$ cat config.mk
export PLATFORM = sky130hd
export DESIGN_NAME = indentation_rescaler
export DESIGN_NICKNAME = d
export VERILOG_FILES = /design/src/irs_pkg.sv /design/src/indentation_rescaler.sv /design/src/irs_front.sv /design/src/irs_fifo.sv /design/src/irs_back.sv
export SDC_FILE = /design/constraint.sdc
export NUM_CORES = 1
export LEC_CHECK = 0
export ABC_AREA = 1
export BUFFER_PORTS_ARGS = -buffer_cell sky130_fd_sc_hd__buf_2
export CAP_MARGIN = 20
export CORE_UTILIZATION = 30
export CTS_BUF_LIST = sky130_fd_sc_hd__clkbuf_16
export CTS_CLUSTER_SIZE = 14
export DETAILED_ROUTE_END_ITERATION = 7
export PLACE_DENSITY_LB_ADDON = 0.25
export SYNTH_ARGS = -nofsm -noshare
export SYNTH_HDL_FRONTEND = slang
export SYNTH_SLANG_ARGS = --single-unit
$ cat constraint.sdc
create_clock -name clk -period 3.65 [get_ports clk]
set_input_delay 0.9125 -clock clk [delete_from_list [all_inputs] [get_ports clk]]
set_output_delay 0.9125 -clock clk [all_outputs]
set_load 0.02 [all_outputs]
$ cat src/irs_pkg.sv
// Shared types, constants and codes for the indentation rescaler.
// Used by every module of the block; depends on nothing.
package irs_pkg;

	localparam int BYTE_W         = 8;
	localparam int COL_W          = 8;
	localparam int PROD_W         = 2 * COL_W;
	localparam int DIV_STEPS      = PROD_W;
	localparam int STEP_W         = $clog2(DIV_STEPS);
	localparam int CFG_IDX_W      = 1;
	localparam int MAX_COLUMN_DEF = 255;
	localparam int FIFO_DEPTH_DEF = 4;

	localparam logic [COL_W-1:0]  TAB_WIDTH  = COL_W'(8);
	localparam logic [BYTE_W-1:0] CH_SPACE   = 8'h20;
	localparam logic [BYTE_W-1:0] CH_TAB     = 8'h09;
	localparam logic [BYTE_W-1:0] CH_NEWLINE = 8'h0A;

	localparam logic [CFG_IDX_W-1:0] REG_OLD_STEP = 1'b0;
	localparam logic [CFG_IDX_W-1:0] REG_NEW_STEP = 1'b1;

	typedef struct packed {
		logic [BYTE_W-1:0] in_byte;
		logic              end_of_input;
	} in_item_t;

	typedef struct packed {
		logic [BYTE_W-1:0] out_byte;
		logic              last;
	} out_item_t;

	// Queue entry: either a plain pass-through byte or an indentation job
	typedef struct packed {
		logic              indent;
		logic              has_data;
		logic [COL_W-1:0]  col;
		logic [BYTE_W-1:0] data;
	} cmd_t;

	typedef enum logic [4:0] {
		ST_IDLE  = 5'b00001,
		ST_MUL   = 5'b00010,
		ST_DIV   = 5'b00100,
		ST_ROUND = 5'b01000,
		ST_EMIT  = 5'b10000
	} back_state_t;

endpackage

$ cat src/indentation_rescaler.sv
// Indentation rescaler: line-body bytes pass through queue and output register at
// one per cycle while the output is not stalled. A line start runs through queue,
// pop, multiply, 16-step divider (one quotient bit per cycle), round and first load,
// then emits further tabs, spaces or its byte at one per cycle unless stalled.
// Reset (arst_n low, asynchronous) returns to line start with zero columns, empties
// the queue and output register, and sets both scale step registers to 1.
module indentation_rescaler #(
	parameter int MAX_COLUMN = irs_pkg::MAX_COLUMN_DEF,
	parameter int FIFO_DEPTH = irs_pkg::FIFO_DEPTH_DEF
) (
	input  logic                          clk,
	input  logic                          arst_n,
	input  logic                          src_valid,
	output logic                          src_stall,
	input  irs_pkg::in_item_t             src_item,
	output logic                          dst_valid,
	input  logic                          dst_stall,
	output irs_pkg::out_item_t            dst_item,
	input  logic                          cfg_valid,
	output logic                          cfg_ready,
	input  logic [irs_pkg::CFG_IDX_W-1:0] cfg_index,
	input  logic [irs_pkg::COL_W-1:0]     cfg_data
);
	import irs_pkg::*;

	logic [COL_W-1:0] old_step_q;
	logic [COL_W-1:0] new_step_q;
	logic             q_push;
	logic             q_pop;
	logic             q_full;
	logic             q_empty;
	cmd_t             push_cmd;
	cmd_t             head_cmd;

	// Configuration transactions are always taken; the user must write only while idle, as the block does not enforce it.
	assign cfg_ready = 1'b1;

	always_ff @(posedge clk or negedge arst_n) begin
		if (!arst_n) begin
			old_step_q <= COL_W'(1);
			new_step_q <= COL_W'(1);
		end else if (cfg_valid) begin
			unique case (cfg_index)
				REG_OLD_STEP: old_step_q <= cfg_data;
				REG_NEW_STEP: new_step_q <= cfg_data;
				default: begin
				end
			endcase
		end
	end

	// Front: classify each byte, count leading columns, push commands.
	irs_front #(
		.MAX_COLUMN(MAX_COLUMN)
	) u_front (
		.clk      (clk),
		.arst_n   (arst_n),
		.src_valid(src_valid),
		.src_stall(src_stall),
		.src_item (src_item),
		.q_full   (q_full),
		.q_push   (q_push),
		.q_cmd    (push_cmd)
	);

	// Queue: decouple the byte-rate front from the bursty back end.
	irs_fifo #(
		.DEPTH(FIFO_DEPTH)
	) u_fifo (
		.clk     (clk),
		.arst_n  (arst_n),
		.push    (q_push),
		.push_cmd(push_cmd),
		.full    (q_full),
		.pop     (q_pop),
		.empty   (q_empty),
		.head    (head_cmd)
	);

	// Back: pass bytes through or scale and expand indentation.
	irs_back #(
		.MAX_COLUMN(MAX_COLUMN)
	) u_back (
		.clk      (clk),
		.arst_n   (arst_n),
		.old_step (old_step_q),
		.new_step (new_step_q),
		.q_empty  (q_empty),
		.q_head   (head_cmd),
		.q_pop    (q_pop),
		.dst_valid(dst_valid),
		.dst_stall(dst_stall),
		.dst_item (dst_item)
	);

endmodule

$ cat src/irs_front.sv
// Front end: accepts text bytes, tracks line state and indentation columns.
// Pushes pass-through and indentation commands; depends on irs_pkg.
module irs_front #(
	parameter int MAX_COLUMN = irs_pkg::MAX_COLUMN_DEF
) (
	input  logic              clk,
	input  logic              arst_n,
	input  logic              src_valid,
	output logic              src_stall,
	input  irs_pkg::in_item_t src_item,
	input  logic              q_full,
	output logic              q_push,
	output irs_pkg::cmd_t     q_cmd
);
	import irs_pkg::*;

	logic             body_q;
	logic [COL_W-1:0] col_q;
	logic             body_nx;
	logic [COL_W-1:0] col_nx;
	logic             accept;
	logic             want_push;
	logic [COL_W:0]   col_sum;

	assign src_stall = q_full;
	assign accept    = src_valid && !q_full;
	assign q_push    = accept && want_push;

	always_comb begin
		body_nx        = body_q;
		col_nx         = col_q;
		want_push      = 1'b0;
		col_sum        = '0;
		q_cmd.indent   = 1'b0;
		q_cmd.has_data = 1'b0;
		q_cmd.col      = col_q;
		q_cmd.data     = src_item.in_byte;
		if (src_item.end_of_input) begin
			want_push    = !body_q;
			q_cmd.indent = 1'b1;
			body_nx      = 1'b0;
			col_nx       = '0;
		end else if (body_q) begin
			want_push = 1'b1;
			if (src_item.in_byte == CH_NEWLINE) begin
				body_nx = 1'b0;
				col_nx  = '0;
			end
		end else if (src_item.in_byte == CH_SPACE) begin
			col_sum = {1'b0, col_q} + (COL_W+1)'(1);
			col_nx  = (col_sum > (COL_W+1)'(MAX_COLUMN)) ? COL_W'(MAX_COLUMN) : col_sum[COL_W-1:0];
		end else if (src_item.in_byte == CH_TAB) begin
			// advance to the next tab stop
			col_sum = ({1'b0, col_q} + {1'b0, TAB_WIDTH}) & ~(COL_W+1)'(TAB_WIDTH - 1'b1);
			col_nx  = (col_sum > (COL_W+1)'(MAX_COLUMN)) ? COL_W'(MAX_COLUMN) : col_sum[COL_W-1:0];
		end else begin
			want_push      = 1'b1;
			q_cmd.indent   = 1'b1;
			q_cmd.has_data = 1'b1;
			col_nx         = '0;
			body_nx        = (src_item.in_byte != CH_NEWLINE);
		end
	end

	always_ff @(posedge clk or negedge arst_n) begin
		if (!arst_n) begin
			body_q <= 1'b0;
			col_q  <= '0;
		end else if (accept) begin
			body_q <= body_nx;
			col_q  <= col_nx;
		end
	end

	prop_col_limit: assert property (@(posedge clk) disable iff (!arst_n)
		col_q <= COL_W'(MAX_COLUMN))
		else $error("column count above limit");

	prop_body_clear: assert property (@(posedge clk) disable iff (!arst_n)
		body_q |-> col_q == '0)
		else $error("column count left over inside a line body");

	prop_push_accept: assert property (@(posedge clk) disable iff (!arst_n)
		q_push |-> !q_full && src_valid)
		else $error("command pushed without an accepted transaction");

endmodule

$ cat src/irs_fifo.sv
// Short command queue between front and back end.
// Register-based storage with a fill count; depends on irs_pkg.
module irs_fifo #(
	parameter int DEPTH = irs_pkg::FIFO_DEPTH_DEF
) (
	input  logic          clk,
	input  logic          arst_n,
	input  logic          push,
	input  irs_pkg::cmd_t push_cmd,
	output logic          full,
	input  logic          pop,
	output logic          empty,
	output irs_pkg::cmd_t head
);
	import irs_pkg::*;

	localparam int PTR_W = (DEPTH > 1) ? $clog2(DEPTH) : 1;
	localparam int CNT_W = $clog2(DEPTH + 1);

	cmd_t             mem [DEPTH];
	logic [PTR_W-1:0] wr_ptr_q;
	logic [PTR_W-1:0] rd_ptr_q;
	logic [CNT_W-1:0] count_q;
	logic             do_push;
	logic             do_pop;

	assign full    = (count_q == CNT_W'(DEPTH));
	assign empty   = (count_q == '0);
	assign do_push = push && !full;
	assign do_pop  = pop && !empty;
	assign head    = mem[rd_ptr_q];

	always_ff @(posedge clk) begin
		if (do_push) begin
			mem[wr_ptr_q] <= push_cmd;
		end
	end

	always_ff @(posedge clk or negedge arst_n) begin
		if (!arst_n) begin
			wr_ptr_q <= '0;
			rd_ptr_q <= '0;
			count_q  <= '0;
		end else begin
			if (do_push) begin
				wr_ptr_q <= (wr_ptr_q == PTR_W'(DEPTH - 1)) ? '0 : wr_ptr_q + 1'b1;
			end
			if (do_pop) begin
				rd_ptr_q <= (rd_ptr_q == PTR_W'(DEPTH - 1)) ? '0 : rd_ptr_q + 1'b1;
			end
			if (do_push && !do_pop) begin
				count_q <= count_q + 1'b1;
			end else if (do_pop && !do_push) begin
				count_q <= count_q - 1'b1;
			end
		end
	end

	prop_no_overflow: assert property (@(posedge clk) disable iff (!arst_n)
		push |-> !full)
		else $error("push into a full queue");

	prop_no_underflow: assert property (@(posedge clk) disable iff (!arst_n)
		pop |-> !empty)
		else $error("pop from an empty queue");

	prop_count_limit: assert property (@(posedge clk) disable iff (!arst_n)
		count_q <= CNT_W'(DEPTH))
		else $error("fill count above queue depth");

endmodule

$ cat src/irs_back.sv
// Back end: runs queued commands, scales indentation with a shift-subtract
// divider and emits tabs, spaces and bytes; depends on irs_pkg.
module irs_back #(
	parameter int MAX_COLUMN = irs_pkg::MAX_COLUMN_DEF
) (
	input  logic                       clk,
	input  logic                       arst_n,
	input  logic [irs_pkg::COL_W-1:0]  old_step,
	input  logic [irs_pkg::COL_W-1:0]  new_step,
	input  logic                       q_empty,
	input  irs_pkg::cmd_t              q_head,
	output logic                       q_pop,
	output logic                       dst_valid,
	input  logic                       dst_stall,
	output irs_pkg::out_item_t         dst_item
);
	import irs_pkg::*;

	back_state_t       state_q;
	logic [COL_W-1:0]  col_q;
	logic [BYTE_W-1:0] data_q;
	logic              has_data_q;
	logic [PROD_W-1:0] quo_q;
	logic [COL_W-1:0]  rem_q;
	logic [STEP_W-1:0] step_q;
	logic [COL_W-1:0]  cols_q;
	logic              out_valid_q;
	out_item_t         out_item_q;

	logic [COL_W-1:0]  divisor;
	logic [COL_W:0]    rem_sh;
	logic              sub_ok;
	logic              round_up;
	logic [PROD_W:0]   q_sum;
	logic              slot_free;
	logic              load;
	out_item_t         load_item;

	assign divisor   = (old_step == '0) ? COL_W'(1) : old_step;
	assign rem_sh    = {rem_q, quo_q[PROD_W-1]};
	assign sub_ok    = (rem_sh >= {1'b0, divisor});
	assign round_up  = ({rem_q, 1'b0} > {1'b0, divisor});
	assign q_sum     = {1'b0, quo_q} + (PROD_W+1)'(round_up);
	assign slot_free = !out_valid_q || !dst_stall;
	assign dst_valid = out_valid_q;
	assign dst_item  = out_item_q;

	always_comb begin
		q_pop     = 1'b0;
		load      = 1'b0;
		load_item = '{out_byte: q_head.data, last: 1'b1};
		unique case (state_q)
			ST_IDLE: begin
				if (!q_empty) begin
					if (q_head.indent) begin
						q_pop = 1'b1;
					end else if (slot_free) begin
						q_pop = 1'b1;
						load  = 1'b1;
					end
				end
			end
			ST_EMIT: begin
				if (slot_free) begin
					if (cols_q >= TAB_WIDTH) begin
						load      = 1'b1;
						load_item = '{out_byte: CH_TAB, last: (cols_q == TAB_WIDTH) && !has_data_q};
					end else if (cols_q != '0) begin
						load      = 1'b1;
						load_item = '{out_byte: CH_SPACE,
							last: (cols_q == COL_W'(1)) && !has_data_q};
					end else if (has_data_q) begin
						load      = 1'b1;
						load_item = '{out_byte: data_q, last: 1'b1};
					end
				end
			end
			ST_MUL, ST_DIV, ST_ROUND: begin
			end
			default: begin
			end
		endcase
	end

	always_ff @(posedge clk or negedge arst_n) begin
		if (!arst_n) begin
			state_q <= ST_IDLE;
			step_q  <= '0;
		end else begin
			unique case (state_q)
				ST_IDLE: begin
					if (!q_empty && q_head.indent) begin
						state_q <= ST_MUL;
					end
				end
				ST_MUL: begin
					step_q  <= '0;
					state_q <= ST_DIV;
				end
				ST_DIV: begin
					step_q <= step_q + 1'b1;
					if (step_q == STEP_W'(DIV_STEPS - 1)) begin
						state_q <= ST_ROUND;
					end
				end
				ST_ROUND: begin
					state_q <= ST_EMIT;
				end
				ST_EMIT: begin
					// leave once the final column and the trailing byte are out
					if (slot_free && cols_q == '0) begin
						state_q <= ST_IDLE;
					end
				end
				default: begin
					state_q <= ST_IDLE;
				end
			endcase
		end
	end

	always_ff @(posedge clk) begin
		unique case (state_q)
			ST_IDLE: begin
				col_q      <= q_head.col;
				data_q     <= q_head.data;
				has_data_q <= q_head.has_data;
			end
			ST_MUL: begin
				quo_q <= PROD_W'(col_q) * PROD_W'(new_step);
				rem_q <= '0;
			end
			ST_DIV: begin
				rem_q <= sub_ok ? COL_W'(rem_sh - {1'b0, divisor}) : rem_sh[COL_W-1:0];
				quo_q <= {quo_q[PROD_W-2:0], sub_ok};
			end
			ST_ROUND: begin
				cols_q <= (q_sum > (PROD_W+1)'(MAX_COLUMN)) ? COL_W'(MAX_COLUMN)
					: q_sum[COL_W-1:0];
			end
			ST_EMIT: begin
				if (slot_free) begin
					if (cols_q >= TAB_WIDTH) begin
						cols_q <= cols_q - TAB_WIDTH;
					end else if (cols_q != '0) begin
						cols_q <= cols_q - 1'b1;
					end
				end
			end
			default: begin
			end
		endcase
	end

	always_ff @(posedge clk or negedge arst_n) begin
		if (!arst_n) begin
			out_valid_q <= 1'b0;
		end else if (load) begin
			out_valid_q <= 1'b1;
		end else if (!dst_stall) begin
			out_valid_q <= 1'b0;
		end
	end

	always_ff @(posedge clk) begin
		if (load) begin
			out_item_q <= load_item;
		end
	end

	prop_div_length: assert property (@(posedge clk) disable iff (!arst_n)
		(state_q == ST_DIV && step_q == STEP_W'(DIV_STEPS - 1)) |=> state_q == ST_ROUND)
		else $error("divider did not finish after its last step");

	prop_emit_limit: assert property (@(posedge clk) disable iff (!arst_n)
		state_q == ST_EMIT |-> cols_q <= COL_W'(MAX_COLUMN))
		else $error("emitted column count above limit");

	prop_no_overwrite: assert property (@(posedge clk) disable iff (!arst_n)
		(out_valid_q && dst_stall) |-> !load)
		else $error("stalled output overwritten");

endmodule

==> results.toml, run 1 <==
[die]
die_area_mm2 = 0.0352
die_h_um = 188
core_mm2 = 0.0337
ios = 35
die_w_um = 188
row_count = 67
initial_core_util_pct = 30.6

[yosys]
syn_nets = 1254
syn_area_mm2 = 0.0103
synth_ff_type = "edfxtp_1"
synth_edf_count = 130
ys_seq_area_share_pct = 48.0
netlist-cell-type-count = 43
synth.top_cells.by_count = "240 x nand2_1, 179 x inv_1, 130 x edfxtp_1"
synth_top_area_share_pct = 37.8
yosys-top-cells-area = "edfxtp_1 38%, dfrtp_1 9.5%, nand2_1 8.7%"
avgSynthCellArea_um2 = 9.10
ys_warn_count = 0
synth-async-reset-ratio_pct = 24.4
yosysTopAreaCell = "edfxtp_1"
yosys.cell_count.top_type = "nand2_1"
ys_seq_elements = 172
syn_inst = 1134

[placed_design]
place_ws_ns = -0.288
place_hpwl_um = 16400
io_buffers = 33
numPlacedInstances = 1621
gp_congestion = 0.842
postPlaceCellArea_mm2 = 0.0113

[global_route]
antenna_found_initial = 0
grt-ovfl-total = 0
grt_max_degree = 39
track_usage_pct = 13.4
grt_first_pass_wirelength_um = 37500
grt_pass1_vias = 7528

[cells_and_area]
fillers = 3427
multi_input_area_mm2 = 0.00480
area_growth_pct = 18.4
n_antenna_cell = 0
layout-drive-gt1-share_pct = 17.0
seqCellArea_mm2 = 0.00496
final_nets = 1327
fin_area_mm2 = 0.0122
final_cells = 1668

[timing]
post-route-period-util_pct = 108
fin_skew_ns = 0.0137
tns_ns = -2.17
rsz0062_at_grt = "true"
final_max_slew_viol_count = 0
hold_viol = 0
fmaxAchievable_mhz = 253
period_needed_ns = 3.96
setup_violations = 10
tightest_slew_ns = 0.861
relSlewSlack_pct = 42.6
fin_ws_ns = -0.307

[run_status]
status = "finished, violations left"
violations = "setup timing"

[worst_setup_path]
cp-start-kind = "flip-flop"
cp.required_ns = 3.82
cp_max_fo = 5
critPathArrivalTime_ns = 4.13
cp-end-kind = "flip-flop"
worstSetupPathType = "reg2reg"
r2r_start = "u_back.col_q[2]$_DFFE_PP_"
r2r-end = "u_back.quo_q[15]$_DFFE_PP_"
ff2ff_path_depth = 16
worst-r2r-setup-slack_ns = -0.31

[routing]
dr.pass1.iters = 5
vias_per_cell = 4.55
via_count = 7587
drc = 0
drt_wl_total_um = 22600
final_antenna_net_count = 0
wl_per_cell_um = 13.5
drtIter0Drc = 500

[clock_tree]
cts-root-buf = "clkbuf_16"
htreeDepth = 4
cts_tree = "done"
clock_path_buffers = 2
clk_latency_ns = 0.44
clkTransAtPathRegs_ns = 0.07
numCtsBuffers = 17
cts_sinks = 172

[min_path]
hp-class = "reg2reg"
worstHoldEndpoint = "old_step_q[2]$_DFFE_PN0P_"
hp-start = "old_step_q[2]$_DFFE_PN0P_"
hold_depth = 2

[job]
cap_violations = 0
-- registers in the layout, indices dropped and copies added, names as in the netlist --
name / count
new_step_q: 8
old_step_q: 8
u_back.col_q: 8
u_back.cols_q: 8
u_back.data_q: 8
u_back.dst_item: 9
u_back.dst_valid: 1
u_back.has_data_q: 1
u_back.quo_q: 16
u_back.rem_q: 8
u_back.state_q: 5
u_back.step_q: 4
u_fifo.count_q: 3
u_fifo.mem: 72
u_fifo.rd_ptr_q: 2
u_fifo.wr_ptr_q: 2
u_front.body_q: 1
u_front.col_q: 8
-- worst max-delay path by stage --
stage,startpoint,end,slack (ns),cells past startpoint
global route,u_back.col_q[3]$_DFFE_PP_,u_back.quo_q[15]$_DFFE_PP_,-0.45,16
detailed placement,u_back.col_q[4]$_DFFE_PP_,u_back.quo_q[15]$_DFFE_PP_,-0.29,14
global placement,u_back.col_q[1]$_DFFE_PP_,u_back.quo_q[14]$_DFFE_PP_,-0.25,14
finish,u_back.col_q[2]$_DFFE_PP_,u_back.quo_q[15]$_DFFE_PP_,-0.31,16
CTS,u_back.col_q[3]$_DFFE_PP_,u_back.quo_q[15]$_DFFE_PP_,-0.25,14
floorplan,u_back.col_q[2]$_DFFE_PP_,u_back.quo_q[10]$_DFFE_PP_,-0.0006,13
-- kinds of logic after synthesis --
| kind of cell | share of synthesized area, % |
|---|---|
| flip-flops | 48.0 |
| multiplexers | 0.109 |
| AND/OR/NAND/NOR | 17.8 |
| buffers and inverters | 8.18 |
| XOR/XNOR | 2.29 |
| adder cells (fa/ha/maj) | 14.5 |
| other | 0.0363 |
| AO/OA/AOI/OAI | 9.03 |
-- metal layers --
metal | part of all wire, % | global-route usage [%] | routed length (um) | up-vias
li1 | - | - | - | 3853
met1 | 47 | 17.2 | 10700 | 3625
met2 | 49 | 23.1 | 11000 | 92
met3 | 2.4 | 2.19 | 539 | 17
met4 | 1.5 | 4.19 | 344 | 0
met5 | 0 | 0 | 0 | -
-- placed cells by master (no fill, tap or decap), drive strengths merged, types with 2 or more instances in the layout --
| master | n |
|---|---|
| nor4 | 4 |
| o22ai | 18 |
| fa | 38 |
| o21ai | 102 |
| a31oi | 4 |
| inv | 191 |
| nand4 | 10 |
| dfrtp | 39 |
| o211ai | 2 |
| nand2 | 241 |
| nand3 | 59 |
| buf | 91 |
| a21oi | 39 |
| dfstp | 3 |
| clkinv | 8 |
| xor2 | 19 |
| ha | 59 |
| clkbuf | 17 |
| nor2 | 111 |
| a211oi | 2 |
| edfxtp | 130 |
| or2 | 7 |
| a21o | 3 |
| xnor2 | 8 |
| nor3 | 7 |
-- worst max-delay path, stage by stage, from the launching register on --
cell and delay, ns:
edfxtp_1 0.45, buf_6 0.16, nand2_1 0.07, inv_1 0.07
fa_1 0.53, ha_4 0.30, inv_2 0.04, fa_1 0.49
fa_1 0.56, inv_2 0.05, ha_4 0.27, a21oi_4 0.19
nand2_2 0.11, nand4_1 0.14, nand4_1 0.10, nand3_1 0.09
o21ai_1 0.09
-- cell type report --
| cell class | instances | share of cell area [%] |
|---|---|---|
| flip-flops and latches | 172 | 40.6 |
| inverters | 185 | 5.68 |
| multi-input cells | 740 | 39.2 |
| well taps | 448 | 4.58 |
| repair buffers | 91 | 5.07 |
| clock inverters | 15 | 1.34 |
| clock buffers | 17 | 3.48 |
-- stage by stage --
| stage | util (%) | hold WS (ns) |
|---|---|---|
| after floorplan | - | 0.453 |
| after global placement | 33.6 | 0.470 |
| after detailed placement | 33.6 | 0.477 |
| after CTS | 35.9 | 0.495 |
| after global routing | 36.3 | 0.530 |
| final | 36.3 | 0.487 |
-- what timing repair did --
action | CTS | global route
hold buffers | 0 | 0
pin swaps | 18 | 21
setup buffers | 9 | 7
resized for setup | 42 | 24
setup endpoints to repair | 10 | 15
cloned | 0 | 0
hold endpoints to repair | 0 | 0
Power of run 1 is left out: the tool's default activity adds up to more than one toggle a clock period on the data nets, which glitch-free logic cannot reach.
==> run 2, diff against run 1 <==
--- a/config.mk
+++ b/config.mk
@@ -13,6 +13,7 @@
 export CTS_CLUSTER_SIZE = 14
 export DETAILED_ROUTE_END_ITERATION = 7
 export PLACE_DENSITY_LB_ADDON = 0.25
+export SETUP_SLACK_MARGIN = 0.4
 export SYNTH_ARGS = -nofsm -noshare
 export SYNTH_HDL_FRONTEND = slang
 export SYNTH_SLANG_ARGS = --single-unit
==> results.toml, run 2 (synthesis gave the netlist of run 1 again) <==
[clock_tree]
cts-root-buf = "clkbuf_16"
clock_path_buffers = 2
cts_sinks = 172
htreeDepth = 4
clk_latency_ns = 0.43
numCtsBuffers = 17
clkTransAtPathRegs_ns = 0.08
cts_tree = "done"
cts_hold_buffers = 0

[cells_and_area]
n_antenna_cell = 0
largest_register = "u_fifo.mem"
area_growth_pct = 19.7
layout-drive-gt1-share_pct = 17.8
final_common_cell = "nand2_1"
final_cell_mix = "224 x nand2_1, 169 x inv_1, 130 x edfxtp_1"
largest_reg_flops = 72
final_nets = 1327
fillers = 3406
fin_util_pct = 36.7

[timing]
final_max_slew_viol_count = 0
hold_viol = 0
fin_skew_ns = 0.0124
post-route-period-util_pct = 105
relSlewSlack_pct = 53.7
rsz0062_at_grt = "true"
tns_ns = -1.28
period_needed_ns = 3.82
fmaxAchievable_mhz = 262
tightest_slew_ns = 0.694
fin_ws_ns = -0.166
setup_violations = 10

[worst_setup_path]
ff2ff_path_depth = 15
cpPeakStageDelay_ns = 0.51
r2r-end = "u_back.quo_q[15]$_DFFE_PP_"
cp_max_fo = 5
cp_top_family = "adder cells"
critPathArrivalTime_ns = 4.00
worst-r2r-setup-slack_ns = -0.17
cpMostUsedCell = "fa_1"
cp-start-kind = "flip-flop"
r2r_start = "u_back.col_q[5]$_DFFE_PP_"
cp.required_ns = 3.83
cp_slowest_cell = "fa_1"
cp-end-kind = "flip-flop"
worstSetupPathType = "reg2reg"
crit_chain = "buf_6 > nand2_4 > fa_1 > fa_1 > inv_1 > fa_1 > fa_1 > ha_4 > nand2_2 > inv_1 > nand4_1 > nand3_1 > nand2_1 > nand3_1 > o21ai_1"
path_buf_inv = 3

[die]
die_h_um = 188
ios = 35
row_count = 67
die_area_mm2 = 0.0352
initial_core_util_pct = 30.6
core_mm2 = 0.0337
die_w_um = 188

[global_route]
met2_usage_pct = 22.7
grt_first_pass_wirelength_um = 37500
met3_usage_pct = 2.02
grt_max_degree = 36
antenna_found_initial = 0
grt-ovfl-total = 0
track_usage_pct = 13.2
grt-busiest-layer = "met2"
met1_usage_pct = 17.3
grt_pass1_vias = 7603

[routing]
final_antenna_net_count = 0
drc = 0
via_count = 7570
wl_per_cell_um = 13.3
drt_wl_total_um = 22200
drtIter0Drc = 423
dr.pass1.iters = 5
vias_per_cell = 4.54

[job]
cap_violations = 0

[placed_design]
place_hpwl_um = 16200
gp_congestion = 0.839
io_buffers = 33

[run_status]
violations = "setup timing"
status = "finished, violations left"

[min_path]
hp-class = "in2async"
[run 2: layout make-up]
type	count	area, um2	area share, %
multi-input combinational	740	4920	39.9
inverter	185	694	5.62
timing repair buffer	91	634	5.13
tap	448	561	4.54
sequential	172	4960	40.2
clock buffer	17	425	3.44
clock inverter	15	153	1.24
[run 2: worst max path at each step]
stage                                    from                         end  slack, ns  depth (start not counted)
floorplan           new_step_q[4]$_DFFE_PN0P_  u_back.quo_q[15]$_DFFE_PP_       0.03                         15
global placement    u_back.col_q[3]$_DFFE_PP_   u_back.quo_q[7]$_DFFE_PP_      -0.24                         14
detailed placement  u_back.col_q[5]$_DFFE_PP_   u_back.quo_q[9]$_DFFE_PP_      -0.29                         12
CTS                 u_back.col_q[2]$_DFFE_PP_   u_back.quo_q[9]$_DFFE_PP_      -0.20                         12
global route        u_back.col_q[2]$_DFFE_PP_  u_back.quo_q[13]$_DFFE_PP_      -0.34                         14
finish              u_back.col_q[5]$_DFFE_PP_  u_back.quo_q[15]$_DFFE_PP_      -0.17                         15
[run 2: metal layers]
| metal | wire length (um) | vias up |
|---|---|---|
| met5 | 0 | - |
| met4 | 337 | 0 |
| met3 | 536 | 24 |
| met2 | 10800 | 101 |
| met1 | 10600 | 3593 |
| li1 | - | 3852 |
[run 2: through the flow]
stage	hold WS [ns]	cells	setup WS, ns	cell area (um2)
3_3_place_gp	0.471	1621	-0.241	11400
5_1_grt	0.497	1668	-0.338	12400
4_1_cts	0.481	1664	-0.204	12100
2_1_floorplan	0.453	1134	0.0300	10600
6_report	0.481	1668	-0.166	12400
3_5_place_dp	0.478	1621	-0.288	11400
[run 2: repair_timing]
item	CTS	global route
buffers inserted	11	4
gates resized for setup	26	47
pin swaps	18	31
setup endpoints to repair	13	20
Power of run 2 is left out for the same reason.
==> run 3, diff against run 2 <==
--- a/config.mk
+++ b/config.mk
@@ -8,6 +8,7 @@
 export ABC_AREA = 1
 export BUFFER_PORTS_ARGS = -buffer_cell sky130_fd_sc_hd__buf_2
 export CAP_MARGIN = 20
+export CORE_MARGIN = 2
 export CORE_UTILIZATION = 30
 export CTS_BUF_LIST = sky130_fd_sc_hd__clkbuf_16
 export CTS_CLUSTER_SIZE = 14
==> results.toml, run 3 (synthesis gave the netlist of run 1 again) <==
[worst_setup_path]
path_buf_inv = 2
cp_max_fo = 5
cp-end-kind = "flip-flop"
worstSetupPathType = "reg2reg"
critPathArrivalTime_ns = 4.08
r2r-end = "u_back.quo_q[13]$_DFFE_PP_"
worst-r2r-setup-slack_ns = -0.23
cp.required_ns = 3.85
r2r_start = "u_back.col_q[5]$_DFFE_PP_"
cp_top_family = "adder cells"
cpPeakStageDelay_ns = 0.55
cp-start-kind = "flip-flop"
ff2ff_path_depth = 15
crit_start = "u_back.col_q[5]$_DFFE_PP_"
cp_slowest_cell = "fa_1"
crit_chain = "buf_6 > nand2_4 > fa_1 > fa_1 > inv_2 > fa_1 > fa_1 > ha_4 > nand2_4 > o21ai_2 > nand2_1 > nand3_2 > a21oi_1 > o21ai_1 > nand2_1"
cpMostUsedCell = "fa_1"

[cells_and_area]
final_cell_mix = "223 x nand2_1, 166 x inv_1, 130 x edfxtp_1"
fillers = 3376
final_nets = 1331
largest_register = "u_fifo.mem"
n_antenna_cell = 0
final_common_cell = "nand2_1"
largest_reg_flops = 72
area_growth_pct = 20.3
layout-drive-gt1-share_pct = 18.8
final_cells = 1672

[routing]
wl_per_cell_um = 13.4
via_count = 7654
drtIter0Drc = 466
wl_met2_um = 11000
drc = 0
drt_wl_total_um = 22500
dr.pass1.iters = 5
met1_length_um = 10500
met3_length_um = 540
highest_layer = "met4"
final_antenna_net_count = 0
vias_per_cell = 4.58

[timing]
fin_skew_ns = 0.0122
fin_ws_ns = -0.228
setup_violations = 10
rsz0062_at_grt = "true"
relSlewSlack_pct = 50.3
post-route-period-util_pct = 106
hold_viol = 0
period_needed_ns = 3.88
fmaxAchievable_mhz = 258
final_max_slew_viol_count = 0
tightest_slew_ns = 0.746

[clock_tree]
cts-root-buf = "clkbuf_16"
cts_tree = "done"
clock_path_buffers = 2
cts_sinks = 172
htreeDepth = 4
clk_latency_ns = 0.44
clkTransAtPathRegs_ns = 0.08
numCtsBuffers = 17

[die]
row_count = 67
die_area_mm2 = 0.0359
die_w_um = 190
initial_core_util_pct = 30.6
die_h_um = 190
core_mm2 = 0.0337
ios = 35

[placed_design]
io_buffers = 33
gp_congestion = 0.810
numPlacedInstances = 1623
place_ws_ns = -0.291
place_hpwl_um = 16200

[min_path]
hp-class = "reg2reg"
hold_depth = 2
worstHoldEndpoint = "old_step_q[2]$_DFFE_PN0P_"
hp-start = "old_step_q[2]$_DFFE_PN0P_"

[run_status]
status = "finished, violations left"
violations = "setup timing"

[global_route]
grt_max_degree = 40
antenna_found_initial = 0
track_usage_pct = 13.1
grt-ovfl-total = 0
grt_first_pass_wirelength_um = 37500
grt_pass1_vias = 7627

[job]
cap_violations = 0
[run 3: cell count changes in the layout (fill, tap and decap cells not counted), moves of 3 or more]
cell | before | now
inv_1 | 169 | 166
ha_2 | 1 | 4
nand3_2 | 1 | 4
inv_2 | 14 | 17
[run 3: per-layer routing]
layer | vias up | track usage, %
met2 | 74 | 22.8
li1 | 3859 | -
met4 | 0 | 4.23
met3 | 25 | 2.15
met5 | - | 0
met1 | 3696 | 16.6
[run 3: worst min-delay path, cell delays in order (launching register included)]
cell	delay [ns]
dfrtp_1	0.34
nand2_1	0.05
o21ai_0	0.06
[run 3: layout make-up]
type | count | area, um2 | area share, %
flip-flops and latches | 172 | 4970 | 40.0
inverters | 185 | 694 | 5.59
clock buffers | 17 | 425 | 3.42
multi-input cells | 740 | 4920 | 39.6
clock inverters | 15 | 176 | 1.42
well taps | 448 | 561 | 4.51
repair buffers | 95 | 681 | 5.48
[run 3: how the worst max path moves through the flow]
stage / to / cells after the start
floorplan: u_back.quo_q[15]$_DFFE_PP_ / 15
global placement: u_back.quo_q[10]$_DFFE_PP_ / 12
detailed placement: u_back.quo_q[10]$_DFFE_PP_ / 12
CTS: u_back.quo_q[12]$_DFFE_PP_ / 13
global route: u_back.quo_q[15]$_DFFE_PP_ / 15
finish: u_back.quo_q[13]$_DFFE_PP_ / 15
[run 3: through the flow]
step / hold WS [ns] / cell area (um2) / TNS [ns] / util [%]
3_3_place_gp: 0.470 / 11400 / -2.05 / 33.9
4_1_cts: 0.497 / 12200 / -1.59 / 36.2
6_report: 0.487 / 12400 / -1.73 / 36.9
2_1_floorplan: 0.453 / 10600 / 0 / -
5_1_grt: 0.525 / 12400 / -3.49 / 36.9
3_5_place_dp: 0.479 / 11400 / -2.26 / 33.9
[run 3: what timing repair did]
| action | 4_1_cts | 5_1_grt |
|---|---|---|
| pin swaps | 21 | 34 |
| hold buffers | 0 | 0 |
| gates resized for setup | 36 | 46 |
| endpoints found under the setup margin | 12 | 19 |
| setup buffers | 11 | 6 |
Power of run 3 is left out for the same reason.
